**config.mk**
```make
export PLATFORM = sky130hd
export DESIGN_NAME = process_tree_table_flat
export DESIGN_NICKNAME = d
export VERILOG_FILES = /design/src/hw/rtl/ptt_pkg.sv /design/src/hw/rtl/ptt_req_if.sv /design/src/hw/rtl/ptt_rsp_if.sv /design/src/hw/rtl/ptt_ctrl.sv /design/src/hw/rtl/ptt_datapath.sv /design/src/hw/rtl/process_tree_table.sv /design/src/flat_wrapper.sv
export VERILOG_INCLUDE_DIRS = /design/src /design/src/hw/rtl
export SDC_FILE = /design/constraint.sdc
export NUM_CORES = 2
export LEC_CHECK = 0
export ABC_CLOCK_PERIOD_IN_PS = 8200
export BUFFER_PORTS_ARGS = -buffer_cell sky130_fd_sc_hd__buf_2
export CAP_MARGIN = 40
export CORE_MARGIN = 10
export CORE_UTILIZATION = 55
export CTS_BUF_LIST = sky130_fd_sc_hd__clkbuf_8
export CTS_CLUSTER_DIAMETER = 120
export DETAILED_ROUTE_END_ITERATION = 8
export GPL_TIMING_DRIVEN = 0
export HOLD_SLACK_MARGIN = 0.06
export PLACE_DENSITY = 0.71
export SYNTH_ARGS = -nofsm -noshare
export SYNTH_HDL_FRONTEND = slang
export SYNTH_SLANG_ARGS = --single-unit
```
**constraint.sdc**
```tcl
create_clock -name clock -period 8.2 [get_ports clock]
set_input_delay 0.82 -clock clock [delete_from_list [all_inputs] [get_ports clock]]
set_output_delay 0.82 -clock clock [all_outputs]
set_load 0.02 [all_outputs]
```
**src/hw/rtl/assert_macros.svh**
```systemverilog
// Assertion macros shared by the process tree table RTL.
`ifndef ASSERT_MACROS_SVH
`define ASSERT_MACROS_SVH

// Same-cycle implication, disabled while reset is high.
`define PTT_ASSERT_IMP(lbl, clk, rst, ante, cons) \
   lbl: assert property (@(posedge clk) disable iff (rst) (ante) |-> (cons)) \
      else $error("process tree table: same-cycle check failed");

// Next-cycle implication, disabled while reset is high.
`define PTT_ASSERT_NXT(lbl, clk, rst, ante, cons) \
   lbl: assert property (@(posedge clk) disable iff (rst) (ante) |=> (cons)) \
      else $error("process tree table: next-cycle check failed");

`endif

```
**src/hw/rtl/ptt_pkg.sv**
```systemverilog
// Package with types, codes and command/status structs of the process tree table.
package ptt_pkg;

   localparam int NUM_ENTRIES_DEF = 128;
   localparam int KIND_W          = 2;
   localparam int ID_W            = 7;
   localparam int STATUS_W        = 2;

   typedef enum logic [KIND_W-1:0] {
      KIND_INIT    = 2'd0,
      KIND_CREATE  = 2'd1,
      KIND_DESTROY = 2'd2,
      KIND_QUIT    = 2'd3
   } kind_type;

   typedef enum logic [STATUS_W-1:0] {
      ST_OK      = 2'd0,
      ST_MISSING = 2'd1,
      ST_FULL    = 2'd2
   } status_type;

   typedef enum logic [3:0] {
      S_RST_CLR,
      S_IDLE,
      S_DISPATCH,
      S_CHK_EV,
      S_FIND_RD,
      S_FIND_EV,
      S_DCLR,
      S_MARK_RD,
      S_MARK_PAR,
      S_MARK_WR,
      S_FREE_RD,
      S_FREE_WR,
      S_CLEAR,
      S_RESP
   } state_type;

   // Table write data select
   typedef enum logic [1:0] {
      TW_NONE,
      TW_CLEAR,
      TW_ALLOC,
      TW_FREE
   } tbl_wr_type;

   // Mark memory write data select
   typedef enum logic [1:0] {
      DW_NONE,
      DW_INIT,
      DW_MARK
   } dm_wr_type;

   // Entry index counter operation
   typedef enum logic [1:0] {
      IDX_HOLD,
      IDX_CLR,
      IDX_ONE,
      IDX_INC
   } idx_op_type;

   typedef struct packed {
      logic       req_ready;
      logic       rd_en;
      logic       rd_pid;
      tbl_wr_type tbl_wr;
      dm_wr_type  dm_wr;
      idx_op_type idx_op;
      logic       grew_clr;
      logic       grew_set;
      logic       res_set;
      status_type res_status;
      logic       res_new;
      logic       rsp_load;
   } cmd_type;

   typedef struct packed {
      logic     req_valid;
      kind_type kind;
      logic     exists;
      logic     tbl_live;
      logic     idx_last;
      logic     mark_hit;
      logic     free_hit;
      logic     grew;
      logic     rsp_free;
   } stat_type;

endpackage

```
**src/hw/rtl/ptt_req_if.sv**
```systemverilog
// Request channel interface of the process tree table.
interface ptt_req_if;
   logic                      valid;
   logic                      ready;
   logic [ptt_pkg::KIND_W-1:0] kind;
   logic [ptt_pkg::ID_W-1:0]   parent_id;

   modport source (output valid, output kind, output parent_id, input ready);
   modport sink   (input valid, input kind, input parent_id, output ready);
endinterface

```
**src/hw/rtl/ptt_rsp_if.sv**
```systemverilog
// Response channel interface of the process tree table.
interface ptt_rsp_if;
   logic                         valid;
   logic                         ready;
   logic [ptt_pkg::STATUS_W-1:0] status;
   logic [ptt_pkg::ID_W-1:0]     new_id;

   modport source (output valid, output status, output new_id, input ready);
   modport sink   (input valid, input status, input new_id, output ready);
endinterface

```
**src/hw/rtl/ptt_ctrl.sv**
```systemverilog
// Controller state machine of the process tree table.
module ptt_ctrl (
   input  logic              clock,
   input  logic              reset,
   input  ptt_pkg::stat_type stat,
   output ptt_pkg::cmd_type  cmd
);

   ptt_pkg::state_type state_ff;
   ptt_pkg::state_type state_in;

   // State register
   always_ff @(posedge clock) begin
      if (reset) begin
         state_ff <= ptt_pkg::S_RST_CLR;
      end else begin
         state_ff <= state_in;
      end
   end

   // Next state
   always_comb begin
      state_in = state_ff;
      case (state_ff)
         ptt_pkg::S_RST_CLR: begin
            if (stat.idx_last) state_in = ptt_pkg::S_IDLE;
         end
         ptt_pkg::S_IDLE: begin
            if (stat.req_valid) state_in = ptt_pkg::S_DISPATCH;
         end
         ptt_pkg::S_DISPATCH: begin
            if (stat.kind inside {ptt_pkg::KIND_INIT, ptt_pkg::KIND_QUIT}) begin
               state_in = ptt_pkg::S_CLEAR;
            end else begin
               state_in = ptt_pkg::S_CHK_EV;
            end
         end
         ptt_pkg::S_CHK_EV: begin
            if (!stat.exists) begin
               state_in = ptt_pkg::S_RESP;
            end else if (stat.kind == ptt_pkg::KIND_CREATE) begin
               state_in = ptt_pkg::S_FIND_RD;
            end else begin
               state_in = ptt_pkg::S_DCLR;
            end
         end
         ptt_pkg::S_FIND_RD: state_in = ptt_pkg::S_FIND_EV;
         ptt_pkg::S_FIND_EV: begin
            if (!stat.tbl_live || stat.idx_last) begin
               state_in = ptt_pkg::S_RESP;
            end else begin
               state_in = ptt_pkg::S_FIND_RD;
            end
         end
         ptt_pkg::S_DCLR: begin
            if (stat.idx_last) state_in = ptt_pkg::S_MARK_RD;
         end
         ptt_pkg::S_MARK_RD:  state_in = ptt_pkg::S_MARK_PAR;
         ptt_pkg::S_MARK_PAR: state_in = ptt_pkg::S_MARK_WR;
         ptt_pkg::S_MARK_WR: begin
            if (!stat.idx_last) begin
               state_in = ptt_pkg::S_MARK_RD;
            end else if (stat.grew || stat.mark_hit) begin
               state_in = ptt_pkg::S_MARK_RD;
            end else begin
               state_in = ptt_pkg::S_FREE_RD;
            end
         end
         ptt_pkg::S_FREE_RD: state_in = ptt_pkg::S_FREE_WR;
         ptt_pkg::S_FREE_WR: begin
            if (stat.idx_last) begin
               state_in = ptt_pkg::S_RESP;
            end else begin
               state_in = ptt_pkg::S_FREE_RD;
            end
         end
         ptt_pkg::S_CLEAR: begin
            if (stat.idx_last) state_in = ptt_pkg::S_RESP;
         end
         ptt_pkg::S_RESP: begin
            if (stat.rsp_free) state_in = ptt_pkg::S_IDLE;
         end
         default: state_in = ptt_pkg::S_IDLE;
      endcase
   end

   // Command outputs
   always_comb begin
      cmd = '0;
      case (state_ff)
         ptt_pkg::S_RST_CLR: begin
            cmd.tbl_wr = ptt_pkg::TW_CLEAR;
            cmd.idx_op = stat.idx_last ? ptt_pkg::IDX_CLR : ptt_pkg::IDX_INC;
         end
         ptt_pkg::S_IDLE: begin
            cmd.req_ready = 1'b1;
         end
         ptt_pkg::S_DISPATCH: begin
            // look up the named entry; the scan index starts at zero, and a create moves it to one
            cmd.rd_en  = 1'b1;
            cmd.rd_pid = 1'b1;
            cmd.idx_op = ptt_pkg::IDX_CLR;
         end
         ptt_pkg::S_CHK_EV: begin
            if (!stat.exists) begin
               cmd.res_set    = 1'b1;
               cmd.res_status = ptt_pkg::ST_MISSING;
            end else if (stat.kind == ptt_pkg::KIND_CREATE) begin
               cmd.idx_op = ptt_pkg::IDX_ONE;
            end
         end
         ptt_pkg::S_FIND_RD: begin
            cmd.rd_en = 1'b1;
         end
         ptt_pkg::S_FIND_EV: begin
            if (!stat.tbl_live) begin
               cmd.tbl_wr     = ptt_pkg::TW_ALLOC;
               cmd.res_set    = 1'b1;
               cmd.res_status = ptt_pkg::ST_OK;
               cmd.res_new    = 1'b1;
            end else if (stat.idx_last) begin
               cmd.res_set    = 1'b1;
               cmd.res_status = ptt_pkg::ST_FULL;
            end else begin
               cmd.idx_op = ptt_pkg::IDX_INC;
            end
         end
         ptt_pkg::S_DCLR: begin
            cmd.dm_wr = ptt_pkg::DW_INIT;
            if (stat.idx_last) begin
               cmd.idx_op   = ptt_pkg::IDX_CLR;
               cmd.grew_clr = 1'b1;
            end else begin
               cmd.idx_op = ptt_pkg::IDX_INC;
            end
         end
         ptt_pkg::S_MARK_RD: begin
            cmd.rd_en = 1'b1;
         end
         ptt_pkg::S_MARK_PAR: begin
            // parent mark read runs in the datapath every cycle
         end
         ptt_pkg::S_MARK_WR: begin
            if (stat.mark_hit) begin
               cmd.dm_wr    = ptt_pkg::DW_MARK;
               cmd.grew_set = 1'b1;
            end
            if (stat.idx_last) begin
               cmd.idx_op   = ptt_pkg::IDX_CLR;
               cmd.grew_clr = 1'b1;
            end else begin
               cmd.idx_op = ptt_pkg::IDX_INC;
            end
         end
         ptt_pkg::S_FREE_RD: begin
            cmd.rd_en = 1'b1;
         end
         ptt_pkg::S_FREE_WR: begin
            if (stat.free_hit) cmd.tbl_wr = ptt_pkg::TW_FREE;
            if (stat.idx_last) begin
               cmd.res_set    = 1'b1;
               cmd.res_status = ptt_pkg::ST_OK;
            end else begin
               cmd.idx_op = ptt_pkg::IDX_INC;
            end
         end
         ptt_pkg::S_CLEAR: begin
            cmd.tbl_wr = ptt_pkg::TW_CLEAR;
            if (stat.idx_last) begin
               cmd.res_set    = 1'b1;
               cmd.res_status = ptt_pkg::ST_OK;
            end else begin
               cmd.idx_op = ptt_pkg::IDX_INC;
            end
         end
         ptt_pkg::S_RESP: begin
            cmd.rsp_load = stat.rsp_free;
         end
         default: cmd = '0;
      endcase
   end

endmodule

```
**src/hw/rtl/ptt_datapath.sv**
```systemverilog
// Datapath of the process tree table: entry memory, mark memory, index and result registers.
module ptt_datapath #(
   parameter int NUM_ENTRIES = ptt_pkg::NUM_ENTRIES_DEF
) (
   input  logic              clock,
   input  logic              reset,
   ptt_req_if.sink           req,
   ptt_rsp_if.source         rsp,
   input  ptt_pkg::cmd_type  cmd,
   output ptt_pkg::stat_type stat
);

   localparam int IW = $clog2(NUM_ENTRIES);
   localparam int CW = (IW > ptt_pkg::ID_W) ? IW + 1 : ptt_pkg::ID_W + 1;

   // entry word: live bit on top, parent index below
   logic [IW:0] tbl_mem [NUM_ENTRIES];
   logic        dm_mem  [NUM_ENTRIES];

   ptt_pkg::kind_type        kind_ff;
   logic [ptt_pkg::ID_W-1:0] pid_ff;
   logic [IW-1:0]            idx_ff;
   logic [IW-1:0]            idx_in;
   logic [IW:0]              tbl_q_ff;
   logic                     dm_a_ff;
   logic                     dm_b_ff;
   logic                     grew_ff;
   ptt_pkg::status_type      res_status_ff;
   logic [ptt_pkg::ID_W-1:0] res_new_ff;
   logic                     rsp_valid_ff;
   ptt_pkg::status_type      out_status_ff;
   logic [ptt_pkg::ID_W-1:0] out_new_ff;

   logic [IW-1:0] pid_idx;
   logic [IW-1:0] rd_addr;
   logic          in_range;
   logic          at_top;
   logic          idx_last;
   logic [IW:0]   tbl_wdata;
   logic          dm_wdata;

   assign pid_idx  = IW'(pid_ff);
   assign in_range = CW'(pid_ff) < CW'(NUM_ENTRIES);
   assign at_top   = (idx_ff == pid_idx);
   assign idx_last = (idx_ff == IW'(NUM_ENTRIES - 1));
   assign rd_addr  = cmd.rd_pid ? pid_idx : idx_ff;

   // Request capture
   always_ff @(posedge clock) begin
      if (reset) begin
         kind_ff <= ptt_pkg::KIND_QUIT;
      end else if (req.valid && cmd.req_ready) begin
         kind_ff <= ptt_pkg::kind_type'(req.kind);
      end
   end

   always_ff @(posedge clock) begin
      if (req.valid && cmd.req_ready) begin
         pid_ff <= req.parent_id;
      end
   end

   // Entry index counter
   always_comb begin
      case (cmd.idx_op)
         ptt_pkg::IDX_CLR: idx_in = '0;
         ptt_pkg::IDX_ONE: idx_in = IW'(1);
         ptt_pkg::IDX_INC: idx_in = idx_ff + IW'(1);
         default:          idx_in = idx_ff;
      endcase
   end

   always_ff @(posedge clock) begin
      if (reset) begin
         idx_ff <= '0;
      end else begin
         idx_ff <= idx_in;
      end
   end

   // Write data selection
   always_comb begin
      case (cmd.tbl_wr)
         ptt_pkg::TW_CLEAR: tbl_wdata = {(kind_ff == ptt_pkg::KIND_INIT) && (idx_ff == '0),
                                         {IW{1'b0}}};
         ptt_pkg::TW_ALLOC: tbl_wdata = {1'b1, pid_idx};
         ptt_pkg::TW_FREE:  tbl_wdata = {1'b0, tbl_q_ff[IW-1:0]};
         default:           tbl_wdata = '0;
      endcase
   end

   always_comb begin
      case (cmd.dm_wr)
         ptt_pkg::DW_INIT: dm_wdata = at_top;
         ptt_pkg::DW_MARK: dm_wdata = 1'b1;
         default:          dm_wdata = 1'b0;
      endcase
   end

   // Entry memory
   always_ff @(posedge clock) begin
      if (cmd.tbl_wr != ptt_pkg::TW_NONE) begin
         tbl_mem[idx_ff] <= tbl_wdata;
      end
   end

   always_ff @(posedge clock) begin
      if (cmd.rd_en) begin
         tbl_q_ff <= tbl_mem[rd_addr];
      end
   end

   // Mark memory: one write port, a read at the scan index and one at the parent
   always_ff @(posedge clock) begin
      if (cmd.dm_wr != ptt_pkg::DW_NONE) begin
         dm_mem[idx_ff] <= dm_wdata;
      end
   end

   always_ff @(posedge clock) begin
      if (cmd.rd_en) begin
         dm_a_ff <= dm_mem[rd_addr];
      end
   end

   always_ff @(posedge clock) begin
      dm_b_ff <= dm_mem[tbl_q_ff[IW-1:0]];
   end

   // Pass growth flag; clear wins so a new pass starts clean
   always_ff @(posedge clock) begin
      if (reset) begin
         grew_ff <= 1'b0;
      end else if (cmd.grew_clr) begin
         grew_ff <= 1'b0;
      end else if (cmd.grew_set) begin
         grew_ff <= 1'b1;
      end
   end

   // Result held until the output register is free
   always_ff @(posedge clock) begin
      if (cmd.res_set) begin
         res_status_ff <= cmd.res_status;
         res_new_ff    <= cmd.res_new ? ptt_pkg::ID_W'(idx_ff) : '0;
      end
   end

   // Output register
   always_ff @(posedge clock) begin
      if (reset) begin
         rsp_valid_ff <= 1'b0;
      end else if (cmd.rsp_load) begin
         rsp_valid_ff <= 1'b1;
      end else if (rsp.ready) begin
         rsp_valid_ff <= 1'b0;
      end
   end

   always_ff @(posedge clock) begin
      if (cmd.rsp_load) begin
         out_status_ff <= res_status_ff;
         out_new_ff    <= res_new_ff;
      end
   end

   assign req.ready  = cmd.req_ready;
   assign rsp.valid  = rsp_valid_ff;
   assign rsp.status = out_status_ff;
   assign rsp.new_id = out_new_ff;

   // Status to the controller
   assign stat.req_valid = req.valid;
   assign stat.kind      = kind_ff;
   assign stat.exists    = in_range && tbl_q_ff[IW];
   assign stat.tbl_live  = tbl_q_ff[IW];
   assign stat.idx_last  = idx_last;
   assign stat.mark_hit  = !at_top && tbl_q_ff[IW] && !dm_a_ff && dm_b_ff;
   assign stat.free_hit  = !at_top && dm_a_ff;
   assign stat.grew      = grew_ff;
   assign stat.rsp_free  = !rsp_valid_ff || rsp.ready;

endmodule

```
**src/hw/rtl/process_tree_table.sv**
```systemverilog
// Init/quit clear every entry; create probes slots upward from index 1 for a free one;
// destroy clears the marks, runs mark passes (at most tree depth + 1), then frees marked entries.
// One request is worked at a time.
// A new request is taken while the previous response waits in the output register.
// Reset is synchronous; after it a clearing pass over all entries empties the table
// before the first request is taken.
`include "assert_macros.svh"

module process_tree_table #(
   parameter int NUM_ENTRIES = ptt_pkg::NUM_ENTRIES_DEF
) (
   input logic       clock,
   input logic       reset,
   ptt_req_if.sink   req_chan,
   ptt_rsp_if.source rsp_chan
);

   ptt_pkg::cmd_type  cmd;
   ptt_pkg::stat_type stat;

   // Controller
   ptt_ctrl u_ctrl (
      .clock (clock),
      .reset (reset),
      .stat  (stat),
      .cmd   (cmd)
   );

   // Datapath
   ptt_datapath #(
      .NUM_ENTRIES (NUM_ENTRIES)
   ) u_datapath (
      .clock (clock),
      .reset (reset),
      .req   (req_chan),
      .rsp   (rsp_chan),
      .cmd   (cmd),
      .stat  (stat)
   );

   // Checks
   `PTT_ASSERT_NXT(a_one_in_flight, clock, reset, req_chan.valid && req_chan.ready, !req_chan.ready)
   `PTT_ASSERT_IMP(a_no_overwrite, clock, reset, !stat.rsp_free, !cmd.rsp_load)
   `PTT_ASSERT_IMP(a_id_only_on_ok, clock, reset,
                   rsp_chan.valid && (rsp_chan.status != ptt_pkg::ST_OK), rsp_chan.new_id == '0)

endmodule

```
**src/flat_wrapper.sv**
```systemverilog
// flat-port wrapper written by rule: the top's interface ports become plain ports
module process_tree_table_flat 
#(
   parameter int NUM_ENTRIES = ptt_pkg::NUM_ENTRIES_DEF
)
  (clock, reset, req_chan_valid, req_chan_kind, req_chan_parent_id, req_chan_ready, rsp_chan_valid, rsp_chan_status, rsp_chan_new_id, rsp_chan_ready);
  ptt_req_if req_chan_i ();
  ptt_rsp_if rsp_chan_i ();
  input logic clock;
  input logic reset;
  input wire logic [$bits(req_chan_i.valid)-1:0] req_chan_valid;
  input wire logic [$bits(req_chan_i.kind)-1:0] req_chan_kind;
  input wire logic [$bits(req_chan_i.parent_id)-1:0] req_chan_parent_id;
  output wire logic [$bits(req_chan_i.ready)-1:0] req_chan_ready;
  output wire logic [$bits(rsp_chan_i.valid)-1:0] rsp_chan_valid;
  output wire logic [$bits(rsp_chan_i.status)-1:0] rsp_chan_status;
  output wire logic [$bits(rsp_chan_i.new_id)-1:0] rsp_chan_new_id;
  input wire logic [$bits(rsp_chan_i.ready)-1:0] rsp_chan_ready;
  assign req_chan_i.valid = req_chan_valid;
  assign req_chan_i.kind = req_chan_kind;
  assign req_chan_i.parent_id = req_chan_parent_id;
  assign req_chan_ready = req_chan_i.ready;
  assign rsp_chan_valid = rsp_chan_i.valid;
  assign rsp_chan_status = rsp_chan_i.status;
  assign rsp_chan_new_id = rsp_chan_i.new_id;
  assign rsp_chan_i.ready = rsp_chan_ready;
  process_tree_table #(.NUM_ENTRIES(NUM_ENTRIES)) u_core (.clock(clock), .reset(reset), .req_chan(req_chan_i), .rsp_chan(rsp_chan_i));
endmodule
```
==> results.json <==
{
  "status": "finished, violations left",
  "violations": "DRC",
  "htreeDepth": 4,
  "ys_seq_area_share_pct": 73.0,
  "synth-edff-count": 1186,
  "cp_slowest_cell": "nor2_2",
  "syn_inst": 3322,
  "mappedNetlistArea_mm2": 0.0492,
  "totalWireLength_um": 192000,
  "drive_gt1_share_pct": 17.6,
  "drc": 1,
  "period_share_pct": 71.0,
  "grt_pass1_vias": 32800,
  "drt-vias-per-instance": 7.08,
  "clk_pin_slew_ns": 0.06,
  "design_area_mm2": 0.0560,
  "ys_types": 60,
  "placed_cell_area_mm2": 0.0526,
  "area_growth_pct": 13.7,
  "maxSlewHeadroom_pct": 32.1,
  "ctsLongestPathBuffers": 3,
  "r2r_end": "u_core.u_datapath.tbl_q_ff[2]",
  "grt_pass1_wl_um": 260000,
  "cts_num_sinks": 1202,
  "hold_violations": 0,
  "die_x_um": 319,
  "num_vias": 35500,
  "path_class": "reg -> reg",
  "placement.io_buffers": 23,
  "required_ns": 8.81,
  "setup_ws_ns": 2.38,
  "power.leakage_nw": 17.8,
  "ff2ff_path_depth": 13,
  "drt_iter0_drc": 7852,
  "synthArstFlopShare_pct": 0,
  "worstPathMaxFanout": 12,
  "yosysTopAreaCell": "edfxtp_1",
  "worstSetupEndpoint": "u_core.u_datapath.tbl_q_ff[2]",
  "max-cap-violations": 0,
  "initial_utilization_pct": 55.5,
  "grt_start_max_net_pins": 81,
  "gp_congestion": 1.08,
  "cts_root_buf": "clkbuf_8",
  "yosysWarnings": 0,
  "worstHoldPathType": "in -> reg",
  "cts.hold.buffers_added": 0,
  "start_kind": "flip-flop",
  "ant_nets": 0,
  "rsz0062_at_grt": "false",
  "dieHeight_um": 319,
  "grt_usage_pct": 37.1,
  "setup_violations": 0,
  "crit_arrival_ns": 6.43,
  "antenna_found_initial": 15,
  "vdd_drop_max_v": 0.000158,
  "synth_seq_cells": 1202,
  "cts_buffers": 184,
  "r2r-start": "u_core.u_ctrl.state_ff[1]",
  "cts_resized": 0,
  "rows": 109,
  "avgSynthCellArea_um2": 14.8,
  "firstDrtPassIters": 9,
  "overflow": 0,
  "cts_tree": "built",
  "skew_ns": 0.0642,
  "nets": 3712,
  "final_cells": 5009,
  "maxSlewViolCount": 0,
  "critPathMostFrequentCell": "buf_2",
  "dp_hpwl_um": 132000,
  "dieArea_mm2": 0.102,
  "cp_slowest_stage_delay_ns": 0.81,
  "worst_pin_slew_ns": 1.02,
  "power_density_mw_per_mm2": 227,
  "synth_area_leaders": "edfxtp_1 72%, mux4_2 6.7%, nand2_1 4.7%, nor2_1 2.4%, nand3_1 2.1%",
  "fillerInstances": 6497,
  "insertion_delay_ns": 0.90,
  "ios": 24,
  "wl_per_cell_um": 38.4,
  "dpl.cell_count": 4667,
  "dp_slack_ns": 2.91,
  "crit_start": "u_core.u_ctrl.state_ff[1]",
  "fmax_mhz": 172,
  "yosysTopAreaCellShare_pct": 72.3,
  "yosys_most_used_dff": "edfxtp_1",
  "crit_path_cell_trace": "nor4b_4 -> buf_6 -> buf_4 -> mux2i_1 -> buf_2 -> nor2_2 -> buf_2 -> buf_2 -> nand3_1 -> nand4_1 -> nand4_1 -> nor4_1 -> o211ai_1",
  "r2r_slack_ns": 2.38,
  "hold_ws_ns": 0.113,
  "synth_nets": 3342,
  "end_kind": "flip-flop",
  "core_area_mm2": 0.0886,
  "cts_setup_buffers": 0,
  "period_minus_slack_ns": 5.82
}
cell families after synthesis:
family / synth area share (%)
fa+ha+maj: 0.178
flops: 73.0
xor+xnor: 0.125
simple gates: 11.2
buf+inv: 2.17
mux: 8.47
compound gates: 4.91
layout by cell type, fill, tap and decap left out, types with 30 or more instances in the layout:
master and instances:
a21oi_1 100, clkinv_1 55, nor2_1 312, nor3_1 30, clkbuf_1 101, buf_6 38, a32oi_1 60, buf_4 95
nand4_1 45, buf_8 33, mux2i_1 77, nand3_1 207, buf_2 106, nand2_1 619, a31oi_1 41, edfxtp_1 1186
a22oi_1 58, clkbuf_8 187, inv_1 64, mux4_2 146
state kept, by name, summed over array words and instances, names as in the netlist, 4 cells and up:
name                          cells
u_core.u_datapath.res_new_ff      7
u_core.u_datapath.rsp.new_id      7
u_core.u_datapath.tbl_mem      1024
u_core.u_datapath.idx_ff          7
u_core.u_datapath.pid_ff          7
u_core.u_datapath.tbl_q_ff        8
u_core.u_ctrl.state_ff            4
u_core.u_datapath.dm_mem        128
Yosys cell counts (7+ instances only):
| library cell | instances |
|---|---|
| a21oi_1 | 100 |
| a221oi_1 | 14 |
| a22o_1 | 11 |
| a22oi_1 | 58 |
| a31oi_1 | 41 |
| a32oi_1 | 60 |
| and2_1 | 7 |
| and3_1 | 7 |
| buf_1 | 21 |
| buf_2 | 76 |
| buf_4 | 15 |
| buf_6 | 7 |
| clkbuf_1 | 101 |
| dfxtp_1 | 16 |
| edfxtp_1 | 1186 |
| ha_1 | 7 |
| inv_1 | 10 |
| mux2_2 | 10 |
| mux2i_1 | 77 |
| mux4_2 | 146 |
| nand2_1 | 619 |
| nand2b_1 | 13 |
| nand3_1 | 207 |
| nand4_1 | 45 |
| nor2_1 | 313 |
| nor2b_1 | 16 |
| nor3_1 | 31 |
| nor4_1 | 10 |
| o21ai_0 | 20 |
metrics by stage:
| step | utilization (%) | TNS, ns | power [W] |
|---|---|---|---|
| floorplan | - | 0 | 0.00738 |
| global route | 63.2 | 0 | 0.0129 |
| global placement | 57.3 | -76.83 | 0.00798 |
| CTS | 63.1 | 0 | 0.0126 |
| finish | 63.2 | 0 | 0.0127 |
| detailed placement | 59.4 | 0 | 0.00806 |
worst min path at each step:
stage | cells after the start | to | start
3_5_place_dp | 0 | u_core.u_datapath.rsp.new_id[6] | u_core.u_datapath.res_new_ff[6]
4_1_cts | 1 | u_core.u_datapath.pid_ff[6] | req_chan_parent_id[6]
2_1_floorplan | 0 | u_core.u_datapath.rsp.new_id[0] | u_core.u_datapath.res_new_ff[0]
3_3_place_gp | 0 | u_core.u_datapath.rsp.new_id[6] | u_core.u_datapath.res_new_ff[6]
5_1_grt | 1 | u_core.u_datapath.pid_ff[5] | req_chan_parent_id[5]
6_report | 1 | u_core.u_datapath.pid_ff[6] | req_chan_parent_id[6]
worst max-delay path: cells and delay by family, from the launching register on:
kind                   cells  cell delay [ns]
AO/OA/AOI/OAI              1             0.16
buffers and inverters      5             2.05
flip-flops                 1             0.47
multiplexers               1             0.18
AND/OR/NAND/NOR            6             2.65
per-layer routing:
metal / GRT usage (%) / wire length [µm]
met4: 25.9 / 16600
met2: 50.5 / 78000
met5: 1.32 / 350
met1: 46.4 / 62500
met3: 17.4 / 34900
report_power, final:
part / switching, W / internal [W] / leakage (nW) / total (W)
clock: 0.00242 / 0.00225 / 1.90 / 0.00467
combinational: 0.00104 / 0.000330 / 6.57 / 0.00137
sequential: 0.00000959 / 0.00668 / 9.33 / 0.00669
cell type report:
type / count / area, µm² / area share (%)
flip-flops and latches: 1202 / 35900 / 64.2
multi-input cells: 1890 / 12300 / 22.0
clock buffers: 187 / 2570 / 4.59
repair buffers: 184 / 1880 / 3.36
well taps: 1165 / 1460 / 2.60
plain buffers: 220 / 1030 / 1.84
clock inverters: 143 / 748 / 1.34
inverters: 10 / 37.5 / 0.0670
diodes: 8 / 20.0 / 0.0357
No activity file was read; power rests on OpenSTA's default activity.
